==> src/rtl/core/cesd_pkg.sv <==
// Shared types and character codes for the C escape sequence decoder.
package cesd_pkg;

   localparam logic [7:0] CH_BACKSLASH = 8'h5C;
   localparam logic [7:0] CH_N         = 8'h6E;
   localparam logic [7:0] CH_T         = 8'h74;
   localparam logic [7:0] CH_V         = 8'h76;
   localparam logic [7:0] CH_B         = 8'h62;
   localparam logic [7:0] CH_R         = 8'h72;
   localparam logic [7:0] CH_A         = 8'h61;
   localparam logic [7:0] CH_X         = 8'h78;
   localparam logic [7:0] CH_EIGHT     = 8'h38;
   localparam logic [7:0] CH_NINE      = 8'h39;

   localparam logic [7:0] CODE_LF  = 8'd10;
   localparam logic [7:0] CODE_TAB = 8'd9;
   localparam logic [7:0] CODE_VT  = 8'd11;
   localparam logic [7:0] CODE_BS  = 8'd8;
   localparam logic [7:0] CODE_CR  = 8'd13;
   localparam logic [7:0] CODE_BEL = 8'd7;

   // One queued step: one or two results.
   typedef struct packed {
      logic [7:0] byte0;
      logic [7:0] byte1;
      logic       pair;     // second result present (always carries a byte)
      logic       valid0;   // first result carries a byte
      logic       eos;      // last result of this step ends the string
   } cesd_entry_type;

   typedef struct packed {
      logic           push;
      cesd_entry_type entry;
   } cesd_push_type;

endpackage

==> src/rtl/core/cesd_req_if.sv <==
// Input channel: one source byte per transfer.
interface cesd_req_if;
   logic       valid;
   logic       ready;
   logic [7:0] in_byte;
   logic       is_last;

   modport source (output valid, output in_byte, output is_last, input ready);
   modport sink (input valid, input in_byte, input is_last, output ready);
endinterface

==> src/rtl/core/cesd_rsp_if.sv <==
// Result channel: one decoded byte or end marker per transfer.
interface cesd_rsp_if;
   logic       valid;
   logic       ready;
   logic [7:0] out_byte;
   logic       byte_valid;
   logic       end_of_string;

   modport source (output valid, output out_byte, output byte_valid,
                   output end_of_string, input ready);
   modport sink (input valid, input out_byte, input byte_valid,
                 input end_of_string, output ready);
endinterface

==> src/rtl/core/cesd_front.sv <==
// Front end: accepts source bytes, tracks escape state, builds queue entries.
module cesd_front (
   input  logic                   clock,
   input  logic                   reset,
   cesd_req_if.sink               req_bus,
   input  logic                   queue_full,
   output cesd_pkg::cesd_push_type push_out
);

   localparam logic [1:0] MODE_TEXT = 2'd0;
   localparam logic [1:0] MODE_ESC  = 2'd1;
   localparam logic [1:0] MODE_HEX  = 2'd2;
   localparam logic [1:0] MODE_OCT  = 2'd3;

   logic [1:0] mode_ff, mode_in;
   logic [7:0] run_ff, run_in;
   logic       accept;
   logic [7:0] c;
   logic       is_oct;
   logic       is_hex;
   logic [3:0] hex_val;
   logic [1:0] cnt;
   logic [7:0] b0, b1;
   logic       valid0;

   assign accept        = req_bus.valid && req_bus.ready;
   assign req_bus.ready = !queue_full;
   assign c             = req_bus.in_byte;

   always_comb begin
      is_oct  = (c >= 8'h30) && (c <= 8'h37);
      is_hex  = 1'b1;
      hex_val = c[3:0];
      if ((c >= 8'h30) && (c <= 8'h39)) begin
         hex_val = c[3:0];
      end else if (((c >= 8'h61) && (c <= 8'h66)) || ((c >= 8'h41) && (c <= 8'h46))) begin
         hex_val = c[3:0] + 4'd9;
      end else begin
         is_hex = 1'b0;
      end
   end

   always_comb begin
      mode_in = mode_ff;
      run_in  = run_ff;
      cnt     = 2'd0;
      b0      = 8'd0;
      b1      = 8'd0;
      valid0  = 1'b1;
      case (mode_ff)
         MODE_TEXT: begin
            if (c == cesd_pkg::CH_BACKSLASH) begin
               mode_in = MODE_ESC;
            end else begin
               b0  = c;
               cnt = 2'd1;
            end
         end
         MODE_ESC: begin
            mode_in = MODE_TEXT;
            cnt     = 2'd1;
            case (c)
               cesd_pkg::CH_N: b0 = cesd_pkg::CODE_LF;
               cesd_pkg::CH_T: b0 = cesd_pkg::CODE_TAB;
               cesd_pkg::CH_V: b0 = cesd_pkg::CODE_VT;
               cesd_pkg::CH_B: b0 = cesd_pkg::CODE_BS;
               cesd_pkg::CH_R: b0 = cesd_pkg::CODE_CR;
               cesd_pkg::CH_A: b0 = cesd_pkg::CODE_BEL;
               cesd_pkg::CH_X: begin
                  mode_in = MODE_HEX;
                  run_in  = 8'd0;
                  cnt     = 2'd0;
               end
               cesd_pkg::CH_EIGHT, cesd_pkg::CH_NINE: begin
                  b0  = 8'd0;
                  b1  = c;
                  cnt = 2'd2;
               end
               default: begin
                  if (is_oct) begin
                     mode_in = MODE_OCT;
                     run_in  = {5'd0, c[2:0]};
                     cnt     = 2'd0;
                  end else begin
                     b0 = c;
                  end
               end
            endcase
         end
         default: begin
            // Hex or octal run: extend it, or close it and treat c as text.
            if ((mode_ff == MODE_HEX) && is_hex) begin
               run_in = {run_ff[3:0], hex_val};
            end else if ((mode_ff == MODE_OCT) && is_oct) begin
               run_in = {run_ff[4:0], c[2:0]};
            end else begin
               mode_in = MODE_TEXT;
               b0      = run_ff;
               if (c == cesd_pkg::CH_BACKSLASH) begin
                  mode_in = MODE_ESC;
                  cnt     = 2'd1;
               end else begin
                  b1  = c;
                  cnt = 2'd2;
               end
            end
         end
      endcase

      if (req_bus.is_last) begin
         // An open run leaves nothing else pending in this step: flush it.
         if ((mode_in == MODE_HEX) || (mode_in == MODE_OCT)) begin
            b0  = run_in;
            cnt = 2'd1;
         end
         if (cnt == 2'd0) begin
            b0     = 8'd0;
            valid0 = 1'b0;
            cnt    = 2'd1;
         end
         mode_in = MODE_TEXT;
         run_in  = 8'd0;
      end
   end

   always_comb begin
      push_out.push         = accept && (cnt != 2'd0);
      push_out.entry.byte0  = b0;
      push_out.entry.byte1  = b1;
      push_out.entry.pair   = (cnt == 2'd2);
      push_out.entry.valid0 = valid0;
      push_out.entry.eos    = req_bus.is_last;
   end

   always_ff @(posedge clock) begin
      if (reset) begin
         mode_ff <= MODE_TEXT;
         run_ff  <= 8'd0;
      end else if (accept) begin
         mode_ff <= mode_in;
         run_ff  <= run_in;
      end
   end

endmodule

==> src/rtl/core/cesd_queue.sv <==
// Two-entry queue between front end and back end.
module cesd_queue (
   input  logic                     clock,
   input  logic                     reset,
   input  cesd_pkg::cesd_push_type  push_in,
   input  logic                     pop,
   output logic                     full,
   output logic                     head_valid,
   output cesd_pkg::cesd_entry_type head
);

   cesd_pkg::cesd_entry_type mem [2];
   logic       wr_ptr_ff, wr_ptr_in;
   logic       rd_ptr_ff, rd_ptr_in;
   logic [1:0] count_ff, count_in;
   logic       do_pop;

   assign full       = (count_ff == 2'd2);
   assign head_valid = (count_ff != 2'd0);
   assign head       = mem[rd_ptr_ff];
   assign do_pop     = pop && head_valid;

   always_comb begin
      wr_ptr_in = wr_ptr_ff ^ push_in.push;
      rd_ptr_in = rd_ptr_ff ^ do_pop;
      count_in  = count_ff + {1'b0, push_in.push} - {1'b0, do_pop};
   end

   always_ff @(posedge clock) begin
      if (push_in.push) begin
         mem[wr_ptr_ff] <= push_in.entry;
      end
   end

   always_ff @(posedge clock) begin
      if (reset) begin
         wr_ptr_ff <= 1'b0;
         rd_ptr_ff <= 1'b0;
         count_ff  <= 2'd0;
      end else begin
         wr_ptr_ff <= wr_ptr_in;
         rd_ptr_ff <= rd_ptr_in;
         count_ff  <= count_in;
      end
   end

endmodule

==> src/rtl/core/cesd_back.sv <==
// Back end: expands queue entries into result transfers through an output register.
module cesd_back (
   input  logic                     clock,
   input  logic                     reset,
   input  logic                     head_valid,
   input  cesd_pkg::cesd_entry_type head,
   output logic                     pop,
   cesd_rsp_if.source               rsp_bus
);

   logic       rsp_valid_ff, rsp_valid_in;
   logic [7:0] byte_ff, byte_in;
   logic       bv_ff, bv_in;
   logic       eos_ff, eos_in;
   logic       phase_ff, phase_in;
   logic       load;
   logic       take;

   assign load = !rsp_valid_ff || rsp_bus.ready;
   assign take = load && head_valid;

   always_comb begin
      rsp_valid_in = rsp_valid_ff && !rsp_bus.ready;
      byte_in      = byte_ff;
      bv_in        = bv_ff;
      eos_in       = eos_ff;
      phase_in     = phase_ff;
      pop          = 1'b0;
      if (take) begin
         rsp_valid_in = 1'b1;
         if (head.pair && !phase_ff) begin
            // First of two: hold the entry for the second.
            byte_in  = head.byte0;
            bv_in    = 1'b1;
            eos_in   = 1'b0;
            phase_in = 1'b1;
         end else if (head.pair) begin
            byte_in  = head.byte1;
            bv_in    = 1'b1;
            eos_in   = head.eos;
            phase_in = 1'b0;
            pop      = 1'b1;
         end else begin
            byte_in  = head.byte0;
            bv_in    = head.valid0;
            eos_in   = head.eos;
            phase_in = 1'b0;
            pop      = 1'b1;
         end
      end
   end

   always_ff @(posedge clock) begin
      if (reset) begin
         rsp_valid_ff <= 1'b0;
         phase_ff     <= 1'b0;
      end else begin
         rsp_valid_ff <= rsp_valid_in;
         phase_ff     <= phase_in;
      end
   end

   always_ff @(posedge clock) begin
      byte_ff <= byte_in;
      bv_ff   <= bv_in;
      eos_ff  <= eos_in;
   end

   assign rsp_bus.valid         = rsp_valid_ff;
   assign rsp_bus.out_byte      = byte_ff;
   assign rsp_bus.byte_valid    = bv_ff;
   assign rsp_bus.end_of_string = eos_ff;

endmodule

==> src/rtl/core/c_escape_sequence_decoder_core.sv <==
// Top level of the C escape sequence decoder: front end, queue and back end.
//
//   channel   direction  payload                               transfer when
//   req_bus   in         in_byte[7:0], is_last                 valid && ready
//   rsp_bus   out        out_byte[7:0], byte_valid, end_of_str valid && ready
//
// One source byte is taken per cycle while the two-entry queue has room.
// A byte that yields two results (closed run plus next byte, or backslash
// then 8 or 9) keeps its queue entry until the result register has taken
// both results, so a stream of such bytes slows intake; all others run at
// one. A result is registered in the queue, then in the result register.
// Reset is synchronous: escape state returns to plain text, queue and
// result register empty. A stalled result side fills the queue and then
// drops req_bus.ready; the front end never stalls the back end.
module c_escape_sequence_decoder_core (
   input  logic       clock,
   input  logic       reset,
   cesd_req_if.sink   req_bus,
   cesd_rsp_if.source rsp_bus
);

   cesd_pkg::cesd_push_type  push;
   cesd_pkg::cesd_entry_type head;
   logic                     queue_full;
   logic                     head_valid;
   logic                     pop;

   // Classify each byte and advance the escape state.
   cesd_front u_front (
      .clock      (clock),
      .reset      (reset),
      .req_bus    (req_bus),
      .queue_full (queue_full),
      .push_out   (push)
   );

   // Decouple the two sides so either may stall alone.
   cesd_queue u_queue (
      .clock      (clock),
      .reset      (reset),
      .push_in    (push),
      .pop        (pop),
      .full       (queue_full),
      .head_valid (head_valid),
      .head       (head)
   );

   // Issue one result per cycle from the queue head while rsp_bus is ready.
   cesd_back u_back (
      .clock      (clock),
      .reset      (reset),
      .head_valid (head_valid),
      .head       (head),
      .pop        (pop),
      .rsp_bus    (rsp_bus)
   );

endmodule

==> src/flat_wrapper.sv <==
// flat-port wrapper written by rule: the top's interface ports become plain ports
module c_escape_sequence_decoder_core_flat 
  (clock, reset, req_bus_valid, req_bus_in_byte, req_bus_is_last, req_bus_ready, rsp_bus_valid, rsp_bus_out_byte, rsp_bus_byte_valid, rsp_bus_end_of_string, rsp_bus_ready);
  cesd_req_if req_bus_i ();
  cesd_rsp_if rsp_bus_i ();
  input  logic clock;
  input  logic reset;
  input wire logic [$bits(req_bus_i.valid)-1:0] req_bus_valid;
  input wire logic [$bits(req_bus_i.in_byte)-1:0] req_bus_in_byte;
  input wire logic [$bits(req_bus_i.is_last)-1:0] req_bus_is_last;
  output wire logic [$bits(req_bus_i.ready)-1:0] req_bus_ready;
  output wire logic [$bits(rsp_bus_i.valid)-1:0] rsp_bus_valid;
  output wire logic [$bits(rsp_bus_i.out_byte)-1:0] rsp_bus_out_byte;
  output wire logic [$bits(rsp_bus_i.byte_valid)-1:0] rsp_bus_byte_valid;
  output wire logic [$bits(rsp_bus_i.end_of_string)-1:0] rsp_bus_end_of_string;
  input wire logic [$bits(rsp_bus_i.ready)-1:0] rsp_bus_ready;
  assign req_bus_i.valid = req_bus_valid;
  assign req_bus_i.in_byte = req_bus_in_byte;
  assign req_bus_i.is_last = req_bus_is_last;
  assign req_bus_ready = req_bus_i.ready;
  assign rsp_bus_valid = rsp_bus_i.valid;
  assign rsp_bus_out_byte = rsp_bus_i.out_byte;
  assign rsp_bus_byte_valid = rsp_bus_i.byte_valid;
  assign rsp_bus_end_of_string = rsp_bus_i.end_of_string;
  assign rsp_bus_i.ready = rsp_bus_ready;
  c_escape_sequence_decoder_core u_core (.clock(clock), .reset(reset), .req_bus(req_bus_i), .rsp_bus(rsp_bus_i));
endmodule
==> config.mk <==
export PLATFORM = sky130hd
export DESIGN_NAME = c_escape_sequence_decoder_core_flat
export DESIGN_NICKNAME = d
export VERILOG_FILES = /design/src/rtl/core/cesd_pkg.sv /design/src/rtl/core/cesd_req_if.sv /design/src/rtl/core/cesd_rsp_if.sv /design/src/rtl/core/cesd_front.sv /design/src/rtl/core/cesd_queue.sv /design/src/rtl/core/cesd_back.sv /design/src/rtl/core/c_escape_sequence_decoder_core.sv /design/src/flat_wrapper.sv
export SDC_FILE = /design/constraint.sdc
export NUM_CORES = 1
export LEC_CHECK = 0
export BUFFER_PORTS_ARGS = -buffer_cell sky130_fd_sc_hd__buf_2
export CORE_UTILIZATION = 50
export CTS_CLUSTER_SIZE = 20
export DETAILED_ROUTE_END_ITERATION = 8
export MAX_ROUTING_LAYER = met4
export PLACE_DENSITY = 0.68
export SYNTH_ARGS = -nofsm -noshare
export SYNTH_HDL_FRONTEND = slang
export SYNTH_HIERARCHICAL = 1
export SYNTH_SLANG_ARGS = --single-unit
==> constraint.sdc <==
create_clock -name clock -period 8.2 [get_ports clock]
set_clock_uncertainty 0.15 [all_clocks]
set_input_delay 1.64 -clock clock [delete_from_list [all_inputs] [get_ports clock]]
set_output_delay 1.64 -clock clock [all_outputs]
set_load 0.005 [all_outputs]
==> results of run 1 <==
-- stage by stage --
stage | hold slack (ns) | util [%] | cell area (µm²)
final | 0.353 | 58.1 | 4040
after global routing | 0.382 | 58.1 | 4040
after floorplan | 0.306 | - | 3660
after global placement | 0.332 | 55.0 | 3820
after detailed placement | 0.343 | 55.0 | 3820
after CTS | 0.355 | 58.1 | 4040
-- cells in the final DEF (no fill, tap or decap), types with 3 or more instances in the layout --
cell type / n
mux2i_1: 3
and2_1: 4
and3_1: 4
nand2b_1: 4
o31ai_1: 3
clkbuf_8: 10
ha_1: 8
a21oi_1: 12
nor3b_1: 4
a211oi_1: 4
inv_1: 14
buf_2: 24
a221o_1: 5
a211o_1: 3
nor2b_1: 11
a32oi_1: 3
dfxtp_1: 16
edfxtp_1: 48
o211ai_1: 3
o21ai_0: 10
mux2_2: 27
nor3_1: 8
nand3_1: 8
nor2_1: 29
o21a_1: 3
a22oi_1: 7
nand2_1: 22
-- path summary, 6_finish.rpt --
path,end,slack [ns]
max,u_core/u_queue/mem[1][11],3.60
min,u_core/u_front/run_ff[2],0.35
max reg2reg,u_core/u_queue/mem[1][11],4.79
min reg2reg,u_core/u_front/run_ff[2],0.35
-- layer usage --
| metal | wire [µm] | vias up |
|---|---|---|
| met2 | 4040 | 134 |
| li1 | - | 1318 |
| met5 | 0 | - |
| met3 | 495 | 18 |
| met4 | 223 | 0 |
| met1 | 3770 | 1330 |
-- registers in the layout, summed over array words and instances, names as in the netlist --
register                             flops
u_core/u_queue/mem                      38
u_core/u_queue/wr_ptr_ff                 1
u_core/u_back/rsp_bus.valid              1
u_core/u_back/phase_ff                   1
u_core/u_front/run_ff                    8
u_core/u_back/rsp_bus.out_byte           8
u_core/u_queue/count_ff                  2
u_core/u_front/mode_ff                   2
u_core/u_back/rsp_bus.end_of_string      1
u_core/u_back/rsp_bus.byte_valid         1
u_core/u_queue/rd_ptr_ff                 1
-- area by class of cell --
class | instances | area (µm²) | area share, %
Clock buffer | 12 | 145 | 3.60
Clock inverter | 4 | 68.8 | 1.70
Inverter | 15 | 56.3 | 1.39
Multi-Input combinational cell | 239 | 1760 | 43.5
Sequential cell | 64 | 1760 | 43.6
Tap cell | 96 | 120 | 2.98
Timing Repair Buffer | 25 | 128 | 3.16
-- cell families after synthesis --
family / after synthesis
AND/OR/NAND/NOR: 119
AO/OA/AOI/OAI: 79
flip-flops: 64
buffers and inverters: 32
multiplexers: 31
adder cells (fa/ha/maj): 8
XOR/XNOR: 2
-- worst max-delay path: cells and delay by family --
family / cells / cell delay [ns]
compound gates: 2 / 0.54
fa+ha+maj: 2 / 1.05
buf+inv: 2 / 0.30
simple gates: 4 / 0.85
-- power groups by stage --
stage | Clock (mW) | Sequential (mW) | Combinational (mW)
after CTS | 0.298 | 0.449 | 0.189
final | 0.291 | 0.448 | 0.187
after global placement | 0 | 0.455 | 0.186
after detailed placement | 0 | 0.456 | 0.187
after global routing | 0.313 | 0.457 | 0.211
after floorplan | 0 | 0.446 | 0.140
==> PnR_summary.wiki, run 1 <==
{| class="wikitable"
! Metric !! Value
|-
| Final-report setup violation count || 0
|-
| Top flip-flop cell by instance count after synthesis || edfxtp_1
|-
| RSZ-0062 raised after global routing || false
|-
| Count of inserted antenna diode cells || 0
|-
| Global routing met1 resource utilization || approximately a third
|-
| Overflow left after global routing || 0
|-
| Die span in y || slightly below 90 µm
|-
| Port Buffers || 24
|-
| Most instantiated cells after synthesis || edfxtp_1 (48), nor2_1 (29), mux2_2 (27)
|-
| Clock group share of total power || between 30% and 40%
|-
| Count of unique library cells instantiated by Yosys || 72
|-
| Net count, final || between 300 and 400
|-
| Clock period minus final worst setup slack || 4.60 ns
|-
| Leakage power summed over all cells || between 1 and 1.5 nW
|-
| Busiest metal layer after global routing || met2
|-
| Initial cell density of the core || between 50% and 60%
|-
| Hold bufs inserted after CTS || 0
|-
| Num rows || 30
|-
| Largest incremental delay on the critical path || ~0.8 ns
|-
| Count of cells resized by post-cts repair || 0
|-
| Number of buffers added by the clock tree synthesis step || 9
|-
| Cell taking the most area after synthesis || edfxtp_1
|-
| Maximum number of pins on one net before global-route repair || 22
|-
| Hold Crit Class || register to register
|-
| Internal power consumption || between 0.6 and 0.7 mW
|-
| Compound-gate portion of the synthesized area || between 15 and 20%
|-
| DRC marker count from the first detailed-route iteration || between 200 and 250
|-
| Launching instance or port of the critical path || req_bus_in_byte[1]
|-
| Clock latency at the later pin of the worst-skew pair || ~0.32 ns
|-
| Net switching power || 0.233 mW
|-
| CTS Root Buffer Type || clkbuf_8
|-
| Number of placed cells counting well taps || about 440
|-
| Dominant combinational cell family by area after synthesis || simple AND/OR/NAND/NOR gates
|-
| Biggest fanout along the worst timing path || 19
|-
| GR met3 Demand/Resource || 5.37%
|-
| Final instance count without filler cells || roughly 460
|-
| Register area share after synthesis || approximately half
|-
| Std-Cell Core Area || approximately 6900 µm²
|-
| Register share of total power || 48.4%
|-
| Total Negative Setup Slacks || 0 ns
|-
| Global-route usage over all layers || between 20 and 25%
|-
| Post-synthesis adder-cell area fraction || around 2.7%
|-
| Most common cell in the netlist || edfxtp_1
|-
| Synthesized net count || roughly 360
|-
| Relative slew margins || a little over a third
|-
| Post-synthesis instance area || roughly 3700 µm²
|-
| Net Sw Frac || roughly a quarter
|-
| Placed wire-length estimate after detailed placement || roughly 6 mm
|-
| Number of warnings issued by yosys || 6
|-
| Mapped Cells || between 300 and 400
|-
| Clock Sink Count || 64
|-
| Number of register bits inferred by synthesis || 64
|-
| Fillers || 572
|-
| RR Startpoint || u_core/u_front/mode_ff[1]
|-
| Synth Area per Inst || between 10 and 15 µm²
|-
| Power density normalized to cell area || between 200 and 250 nW/µm²
|-
| Final wirelength || 8.53 mm
|-
| Share of Yosys cell area claimed by the top area cell type || approximately two fifths
|-
| Routed Antenna Nets || 0
|-
| Ports || 25
|-
| Synth Area in XOR/XNOR || less than 1%
|-
| Die ar. || about 7700 µm²
|-
| Final setup slack of the worst path || between 3 and 4 ns
|-
| Simple-gate share of the synthesized area || between 10% and 20%
|-
| Antenna violations before repair || 0
|-
| First drt pass iteration count || 5
|-
| Grt met2 use || a little under two fifths
|-
| Clock slew at the register clock pins of the worst setup and hold paths || about 0.07 ns
|-
| Combinational power share || between 20 and 25%
|-
| Largest cells by area after synthesis || edfxtp_1 (39%), dfxtp_1 (8.7%), mux2_2 (8.3%)
|-
| Avg Vias per Cell || 6.15
|-
| Via count of the first global-routing pass || approximately 2600
|-
| Number of enable-type register cells in the synthesized netlist || 48
|-
| Avg WL per Cell || 18.7 µm
|-
| Mux contribution to synthesized area || approximately a tenth
|-
| Die W || 87.6 µm
|-
| Cells on worst reg2reg path || 7
|-
| Slew at the pin closest to its max-slew limit || roughly 0.95 ns
|-
| Share of final-layout standard cells stronger than drive strength 1 || 22.6%
|-
| Number of buffers inserted to repair setup after CTS || 0
|-
| Slowest stage cell on the critical path || ha_1
|-
| Fmax achieved || ~220 MHz
|-
| CTS HTree Levels || 3
|-
| Final number of max-transition violations || 0
|-
| Placement-stage worst setup slack || around 3.3 ns
|-
| Final RePlAce weighted congestion || 0.937
|-
| Share of flip-flops with an asynchronous set or reset || 0%
|-
| First-pass GRT wire length || between 10 and 15 mm
|-
| Number of failing hold endpoints at the final stage || 0
|-
| Largest voltage drop on the vdd net || between 0.00009 and 0.0001 V
|-
| Critical Path, Cell by Cell || buf_2 > inv_1 > ha_1 > nor3b_1 > nor3_1 > o21ai_0 > a221o_1 > nor2_1 > nor2_1 > ha_1
|-
| Startpoint kind of the worst setup timing path || input port
|-
| Hold Path Stages || 2
|-
| Synth-to-Final Area Change || 10.2%
|-
| Share of the clock period used by the worst path || a little under three fifths
|-
| Result of the run || completed
|-
| Hold wc startpoint || u_core/u_front/run_ff[2]
|-
| Count of unresolved DRC violations after routing || 0
|-
| Overall power consumption || slightly above 0.9 mW
|-
| CP arrival || roughly 4.4 ns
|-
| Kind of end point of the critical path || register
|-
| Total via count in the routed design || 2800
|-
| Clk buf depth || 2
|-
| Max-cap violation count || 0
|-
| Critical path start-end classification || input port to register
|-
| TritonCTS clock tree || yes
|-
| Worst endpoint required time || around 8.0 ns
|}
(Power assumes the default switching activity.)
==> inputs of run 2 (changes only) <==
- ABC_AREA: default -> 1
- clock period: 8.2 -> 4.5 ns (I/O delays scaled with it)
==> run 2 against run 1 <==
Compared with the run above:
- synthesized area increased by 7.4%
- sequential cell count is the same
- via count rose by 16%
- clock power increased by 110%
- cell count grew 34%
- worst hold slack worse by 0.0049 ns
- combinational power grew to 2.7 times the previous value
- critical path type unchanged
- critical endpoint is now u_core/u_queue/mem[1][5]
- largest cell class is now multi-input gates
==> PnR_summary.wiki, run 2 <==
{| class="wikitable"
! Metric !! Value
|-
| TritonCTS clock tree || yes
|-
| Antenna violations before repair || 0 (unchanged)
|-
| Avg WL per Cell || 14.8 µm (-21%)
|-
| Share of Yosys cell area claimed by the top area cell type || 36.7% (-2.7 points)
|-
| Ports || 25 (unchanged)
|-
| Leakage power summed over all cells || 2.05 nW (+41%)
|-
| Number of flip-flops in the largest register || 38 (unchanged)
|-
| First-pass GRT wire length || 14.9 mm (+7.9%)
|-
| Biggest fanout along the worst timing path || 15 (-4)
|-
| Largest incremental delay on the critical path || 0.35 ns (-0.43 ns)
|-
| Largest voltage drop on the vdd net || 0.000175 V (+94%)
|-
| Register area share after synthesis || 44.8% (-3.3 points)
|-
| Number of buffers added by the clock tree synthesis step || 9 (unchanged)
|-
| Combined area of the multi-input logic cells || 1810 µm² (+3.3%)
|-
| Die span in y || 90.7 µm (+3.5%)
|-
| Clock latency at the later pin of the worst-skew pair || 0.33 ns (about the same)
|-
| DRC marker count from the first detailed-route iteration || 226 (-5.0%)
|-
| Share of final-layout standard cells stronger than drive strength 1 || 16.2% (-6.4 points)
|-
| Cell taking the most area after synthesis || edfxtp_1
|-
| Worst endpoint required time || 4.42 ns (-3.58 ns)
|-
| Sequential standard cell area || 1760 µm² (unchanged)
|-
| Via count of the first global-routing pass || 3099 (+18%)
|-
| Worst hold slack || 0.348 ns (-0.00492 ns)
|-
| Maximum number of pins on one net before global-route repair || 22 (unchanged)
|-
| Clock slew at the register clock pins of the worst setup and hold paths || 0.08 ns (about the same)
|-
| Port Buffers || 24 (unchanged)
|-
| Initial cell density of the core || 53.1% (+0.34 points)
|-
| Startpoint kind of the worst setup timing path || input port
|-
| Share of the clock period used by the worst path || between 70% and 80%
|-
| Placed wire-length estimate after detailed placement || 6.79 mm (+15%)
|-
| Power density normalized to cell area || 450 nW/µm² (+96%)
|-
| Critical path start-end classification || input port to register
|-
| Global-route usage over all layers || 23.9% (-0.66 points)
|-
| Overflow left after global routing || 0 (unchanged)
|-
| Register bank with the most flops || u_core/u_queue/mem
|-
| Synth-to-Final Area Change || 10.4%
|-
| Final number of max-transition violations || 0 (unchanged)
|-
| Post-synthesis instance area || 3930 µm² (+7.4%)
|-
| Critical Path, Cell by Cell || buf_2 > inv_1 > ha_1 > nand3_1 > nand3_1 > a21boi_2 > nor2_1 > a21oi_4 > nand3b_1 > nand2_1 > inv_1 > ha_1 > buf_4
|-
| Kind of end point of the critical path || register
|-
| Slowest stage cell on the critical path || a21boi_2
|-
| Result of the run || completed
|-
| Number of register bits inferred by synthesis || 64 (unchanged)
|-
| CTS HTree Levels || 3 (unchanged)
|-
| Number of buffers inserted to repair setup after CTS || 0 (unchanged)
|-
| Final wirelength || 9.06 mm (+6.3%)
|-
| Synthesized net count || 502 (+41%)
|-
| Final-report setup violation count || 0 (unchanged)
|-
| CTS Root Buffer Type || clkbuf_8
|-
| Die W || 90.7 µm (+3.5%)
|-
| RSZ-0062 raised after global routing || false
|-
| Count of cells resized by post-cts repair || 0 (unchanged)
|-
| Count of unresolved DRC violations after routing || 0 (unchanged)
|-
| Clk buf depth || 2 (unchanged)
|-
| Avg Vias per Cell || 5.32 (-14%)
|-
| Hold bufs inserted after CTS || 0 (unchanged)
|-
| Clock period minus final worst setup slack || ~3.3 ns
|-
| Total via count in the routed design || 3252 (+16%)
|-
| Final RePlAce weighted congestion || 0.928 (-0.95%)
|-
| Mapped Cells || 481 (+44%)
|-
| Overall power consumption || 1.96 mW (+110%)
|-
| Slew at the pin closest to its max-slew limit || 0.506 ns (-0.441 ns)
|-
| Routed Antenna Nets || 0 (unchanged)
|-
| Most instantiated cells after synthesis || nand2_1 (145), inv_1 (62), nor2_1 (54)
|-
| Clock Sink Count || 64 (unchanged)
|-
| Largest cells by area after synthesis || edfxtp_1 (37%), nand2_1 (14%), dfxtp_1 (8.1%)
|-
| Synth Area per Inst || 8.18 µm² (-25%)
|-
| Count of unique library cells instantiated by Yosys || 37 (-49%)
|-
| Max-cap violation count || 0 (unchanged)
|-
| Most common cell after layout, fill and taps aside || nand2_1
|-
| Fillers || 684 (+20%)
|-
| Number of enable-type register cells in the synthesized netlist || 48 (unchanged)
|-
| Hold Path Stages || 2 (unchanged)
|-
| Cells on worst reg2reg path || 10 (+3)
|-
| Top flip-flop cell by instance count after synthesis || edfxtp_1
|-
| Die ar. || 8220 µm² (+7.2%)
|-
| Net count, final || 528 (+41%)
|-
| CP arrival || 3.24 ns (-1.16 ns)
|-
| Top library cells by usage in the layout, fill and taps aside || nand2_1 (145), inv_1 (62), nor2_1 (54), edfxtp_1 (48), nand3_1 (37)
|-
| Std-Cell Core Area || 7410 µm² (+6.7%)
|-
| Share of flip-flops with an asynchronous set or reset || 0% (unchanged)
|-
| Num rows || 31 (+3.3%)
|-
| Most common cell in the netlist || nand2_1
|-
| Number of warnings issued by yosys || 6 (unchanged)
|-
| Hold Crit Class || register to register
|-
| Number of failing hold endpoints at the final stage || 0 (unchanged)
|-
| Fmax achieved || 302 MHz
|-
| Relative slew margins || 66.2% (+30 points)
|-
| Count of inserted antenna diode cells || 0 (unchanged)
|-
| Total Negative Setup Slacks || 0 ns (unchanged)
|-
| First drt pass iteration count || 5 (unchanged)
|}
[run 2: cell types whose count changed after synthesis, moves of 6 or more]
cell	delta
a22oi_1	-7
buf_2	-7
buf_6	+6
inv_1	+48
mux2_2	-26
mux2_4	+17
nand2_1	+123
nand3_1	+29
nand4_1	+6
nor2_1	+25
nor2b_1	-11
[run 2: final timing paths]
| check | start | to | slack [ns] |
|---|---|---|---|
| max | req_bus_in_byte[0] | u_core/u_queue/mem[1][5] | 1.19 |
| min | u_core/u_front/run_ff[6] | u_core/u_front/run_ff[6] | 0.35 |
| max reg2reg | u_core/u_front/mode_ff[1] | u_core/u_queue/mem[1][5] | 1.45 |
| min reg2reg | u_core/u_front/run_ff[6] | u_core/u_front/run_ff[6] | 0.35 |
[run 2: worst max-delay path: cells and delay by family]
kind	cells	cell delay [ns]
simple gates	5	0.61
buf+inv	4	0.59
compound gates	2	0.58
fa+ha+maj	2	0.56
[run 2: routing by layer]
layer  wire, µm  up-vias  global-route usage (%)  part of all wire, %
met2       4520      106                    40.3                   50
li1           -     1624                       -                    -
met3        376       23                    3.70                  4.2
met1       3890     1499                    28.4                   43
met5          0        -                       -                    0
met4        276        0                    10.3                  3.0
[run 2: cell families (layout without fill, tap and decap cells)]
group,count (synthesis),count (layout),synth area share (%)
buf+inv,78,109,9.07
flops,64,64,44.8
mux,19,19,7.16
xor+xnor,1,1,0.223
fa+ha+maj,8,8,2.55
compound gates,47,47,7.35
simple gates,264,264,28.9
[run 2: through the flow]
step	worst slack (ns)	utilization, %	instances	cell area, µm²
finish	1.19	58.6	611	4340
global route	0.964	58.6	611	4340
CTS	1.20	58.6	611	4340
detailed placement	0.853	55.3	595	4090
global placement	0.919	55.3	595	4090
floorplan	1.29	-	481	3930
[run 2: power by group]
group	leakage, nW	total (mW)	internal (mW)	switching [mW]
registers	0.578	0.839	0.796	0.0429
clock network	0.125	0.615	0.375	0.240
logic	1.34	0.502	0.212	0.290
[run 2: cell type report]
cell class	instances	share of cell area, %
multi-input cells	339	41.8
clock buffers	9	2.85
flip-flops and latches	64	40.6
repair buffers	28	3.46
clock inverters	7	2.88
well taps	99	2.85
inverters	65	5.62
==> inputs of run 3 (changes only) <==
- clock period: 4.5 -> 3.1 ns (I/O delays scaled with it)
==> run 3 against run 2 <==
Compared with the run above:
- global-route usage is 0.89 points higher
- critical endpoint is now u_core/u_queue/mem[1][8]
- critical path type unchanged
- via count is 3.0% higher
- first-iteration DRC count fell by 9.7%
- cell area increased by 1.6%
==> PnR_summary.wiki, run 3 (synthesis results as in run 2) <==
{| class="wikitable"
! Metric !! Value
|-
| Result of the run || completed
|-
| Die span in y || 90.7 µm (unchanged)
|-
| Leakage power summed over all cells || 2.08 nW (+1.8%)
|-
| Power density normalized to cell area || 612 nW/µm² (+36%)
|-
| CTS HTree Levels || 3 (unchanged)
|-
| Clock period minus final worst setup slack || 2.68 ns
|-
| Clock latency at the later pin of the worst-skew pair || 0.33 ns (about the same)
|-
| Post-route standard cell area excluding fillers || 4410 µm² (+1.6%)
|-
| Final-report setup violation count || 0 (unchanged)
|-
| Share of final-layout standard cells stronger than drive strength 1 || 18.1% (+1.9 points)
|-
| Count of unresolved DRC violations after routing || 0 (unchanged)
|-
| Initial cell density of the core || 53.1% (unchanged)
|-
| Biggest fanout along the worst timing path || 19 (+4)
|-
| Count of cells resized by post-cts repair || 0 (unchanged)
|-
| Number of flip-flops in the largest register || 38 (unchanged)
|-
| Critical path start-end classification || input port to register
|-
| Number of buffers added by the clock tree synthesis step || 9 (unchanged)
|-
| Net Sw Frac || 30.3% (+0.98 points)
|-
| Net count, final || 540 (+2.3%)
|-
| Avg WL per Cell || 15.0 µm (+0.96%)
|-
| Combined area of the multi-input logic cells || 1810 µm² (unchanged)
|-
| Die W || 90.7 µm (unchanged)
|-
| Maximum number of pins on one net before global-route repair || 21 (-4.5%)
|-
| Clk buf depth || 2 (unchanged)
|-
| Clock Sink Count || 64 (unchanged)
|-
| Overflow left after global routing || 0 (unchanged)
|-
| Synth-to-Final Area Change || 12.2%
|-
| Startpoint kind of the worst setup timing path || input port
|-
| Fmax achieved || between 300 and 400 MHz
|-
| Overall power consumption || 2.70 mW (+38%)
|-
| Util after Layout || 59.6% (+0.96 points)
|-
| First drt pass iteration count || 4 (-1)
|-
| CP arrival || 2.62 ns (-0.62 ns)
|-
| Placement-stage worst setup slack || 0.123 ns (-0.730 ns)
|-
| Final setup slack of the worst path || 0.422 ns (-0.764 ns)
|-
| Number of failing hold endpoints at the final stage || 0 (unchanged)
|-
| Relative slew margins || 69.4% (+3.2 points)
|-
| Clock slew at the register clock pins of the worst setup and hold paths || 0.07 ns (about the same)
|-
| Number of buffers inserted to repair setup after CTS || 0 (unchanged)
|-
| Num rows || 31 (unchanged)
|-
| Most common cell after layout, fill and taps aside || nand2_1
|-
| Internal power consumption || 1.88 mW (+36%)
|-
| Final number of max-transition violations || 0 (unchanged)
|-
| Final wirelength || 9.33 mm (+2.9%)
|-
| Share of the clock period used by the worst path || between 80 and 90%
|-
| Final RePlAce weighted congestion || 1.02 (+9.6%)
|-
| RSZ-0062 raised after global routing || false
|-
| Slew at the pin closest to its max-slew limit || 0.459 ns (-0.0471 ns)
|-
| Die ar. || 8220 µm² (unchanged)
|-
| Port Buffers || 24 (unchanged)
|-
| Worst endpoint required time || 3.04 ns (-1.38 ns)
|-
| CTS Root Buffer Type || clkbuf_8
|-
| Global-route usage over all layers || 24.8% (+0.89 points)
|-
| Antenna violations before repair || 0 (unchanged)
|-
| Largest voltage drop on the vdd net || 0.000236 V (+35%)
|-
| Register share of total power || 44.5% (+1.6 points)
|-
| Via count of the first global-routing pass || 3249 (+4.8%)
|-
| Count of inserted antenna diode cells || 0 (unchanged)
|-
| Std-Cell Core Area || 7410 µm² (unchanged)
|-
| Fillers || 680 (-0.58%)
|-
| Hold Path Stages || 2 (unchanged)
|-
| Top library cells by usage in the layout, fill and taps aside || nand2_1 (145), inv_1 (62), nor2_1 (54), edfxtp_1 (48), nand3_1 (37)
|-
| Kind of end point of the critical path || register
|-
| Routed Antenna Nets || 0 (unchanged)
|-
| Hold bufs inserted after CTS || 0 (unchanged)
|-
| Net switching power || 0.818 mW (+43%)
|-
| Max-cap violation count || 0 (unchanged)
|-
| Total Negative Setup Slacks || 0 ns (unchanged)
|-
| Combinational power share || 28.6% (+2.9 points)
|-
| DRC marker count from the first detailed-route iteration || 204 (-9.7%)
|-
| Hold Crit Class || register to register
|-
| Register bank with the most flops || u_core/u_queue/mem
|-
| Sequential standard cell area || 1760 µm² (unchanged)
|-
| First-pass GRT wire length || 15.5 mm (+3.9%)
|-
| Ports || 25 (unchanged)
|-
| Area after DPL || 4210 µm² (+2.8%)
|-
| Total via count in the routed design || 3348 (+3.0%)
|-
| Cells on worst reg2reg path || 12 (+2)
|-
| Avg Vias per Cell || 5.37 (+0.97%)
|-
| Placed wire-length estimate after detailed placement || 7.06 mm (+4.0%)
|-
| Clock group share of total power || 26.9% (-4.5 points)
|-
| TritonCTS clock tree || yes
|}
==> run 3: metrics by stage <==
| stage | cells | hold WS, ns |
|---|---|---|
| 6_report | 623 | 0.354 |
| 5_1_grt | 623 | 0.391 |
| 4_1_cts | 623 | 0.349 |
| 3_5_place_dp | 607 | 0.335 |
| 3_3_place_gp | 607 | 0.336 |
| 2_1_floorplan | 481 | 0.308 |
==> run 3: critical path, stage by stage <==
cell	delay (ns)
buf_2	0.15
inv_1	0.15
ha_1	0.27
inv_1	0.08
nand2_1	0.06
nand2_1	0.05
nand2_1	0.09
nand2_2	0.09
a21boi_2	0.20
nor2_1	0.09
a21oi_4	0.13
nand3b_1	0.08
nand2_1	0.07
inv_1	0.07
ha_1	0.23
buf_12	0.17
==> run 3: routing by layer <==
layer / routed length (µm) / vias up / global-route usage, %
li1: - / 1645 / -
met1: 3870 / 1558 / 28.3
met2: 4630 / 124 / 42.1
met3: 518 / 21 / 4.46
met4: 308 / 0 / 12.0
met5: 0 / - / -
==> run 3: worst paths after layout <==
kind | from | slack [ns] | to
max | req_bus_in_byte[1] | 0.42 | u_core/u_queue/mem[1][8]
min | u_core/u_front/run_ff[6] | 0.35 | u_core/u_front/run_ff[6]
max reg2reg | u_core/u_front/mode_ff[1] | 0.76 | u_core/u_queue/mem[1][8]
min reg2reg | u_core/u_front/run_ff[6] | 0.35 | u_core/u_front/run_ff[6]
==> run 3: final cells by class <==
type	instances	share of cell area, %
Sequential cell	64	39.9
Timing Repair Buffer	40	6.01
Clock buffer	10	3.12
Inverter	65	5.53
Tap cell	99	2.81
Clock inverter	6	1.53
Multi-Input combinational cell	339	41.1
==> run 3: power by group through the flow <==
stage | registers, mW | logic (mW) | clock network, mW
after floorplan | 1.23 | 0.556 | 0
final | 1.20 | 0.773 | 0.727
after global placement | 1.22 | 0.768 | 0
after detailed placement | 1.22 | 0.781 | 0
after CTS | 1.20 | 0.783 | 0.752
after global routing | 1.22 | 0.860 | 0.788
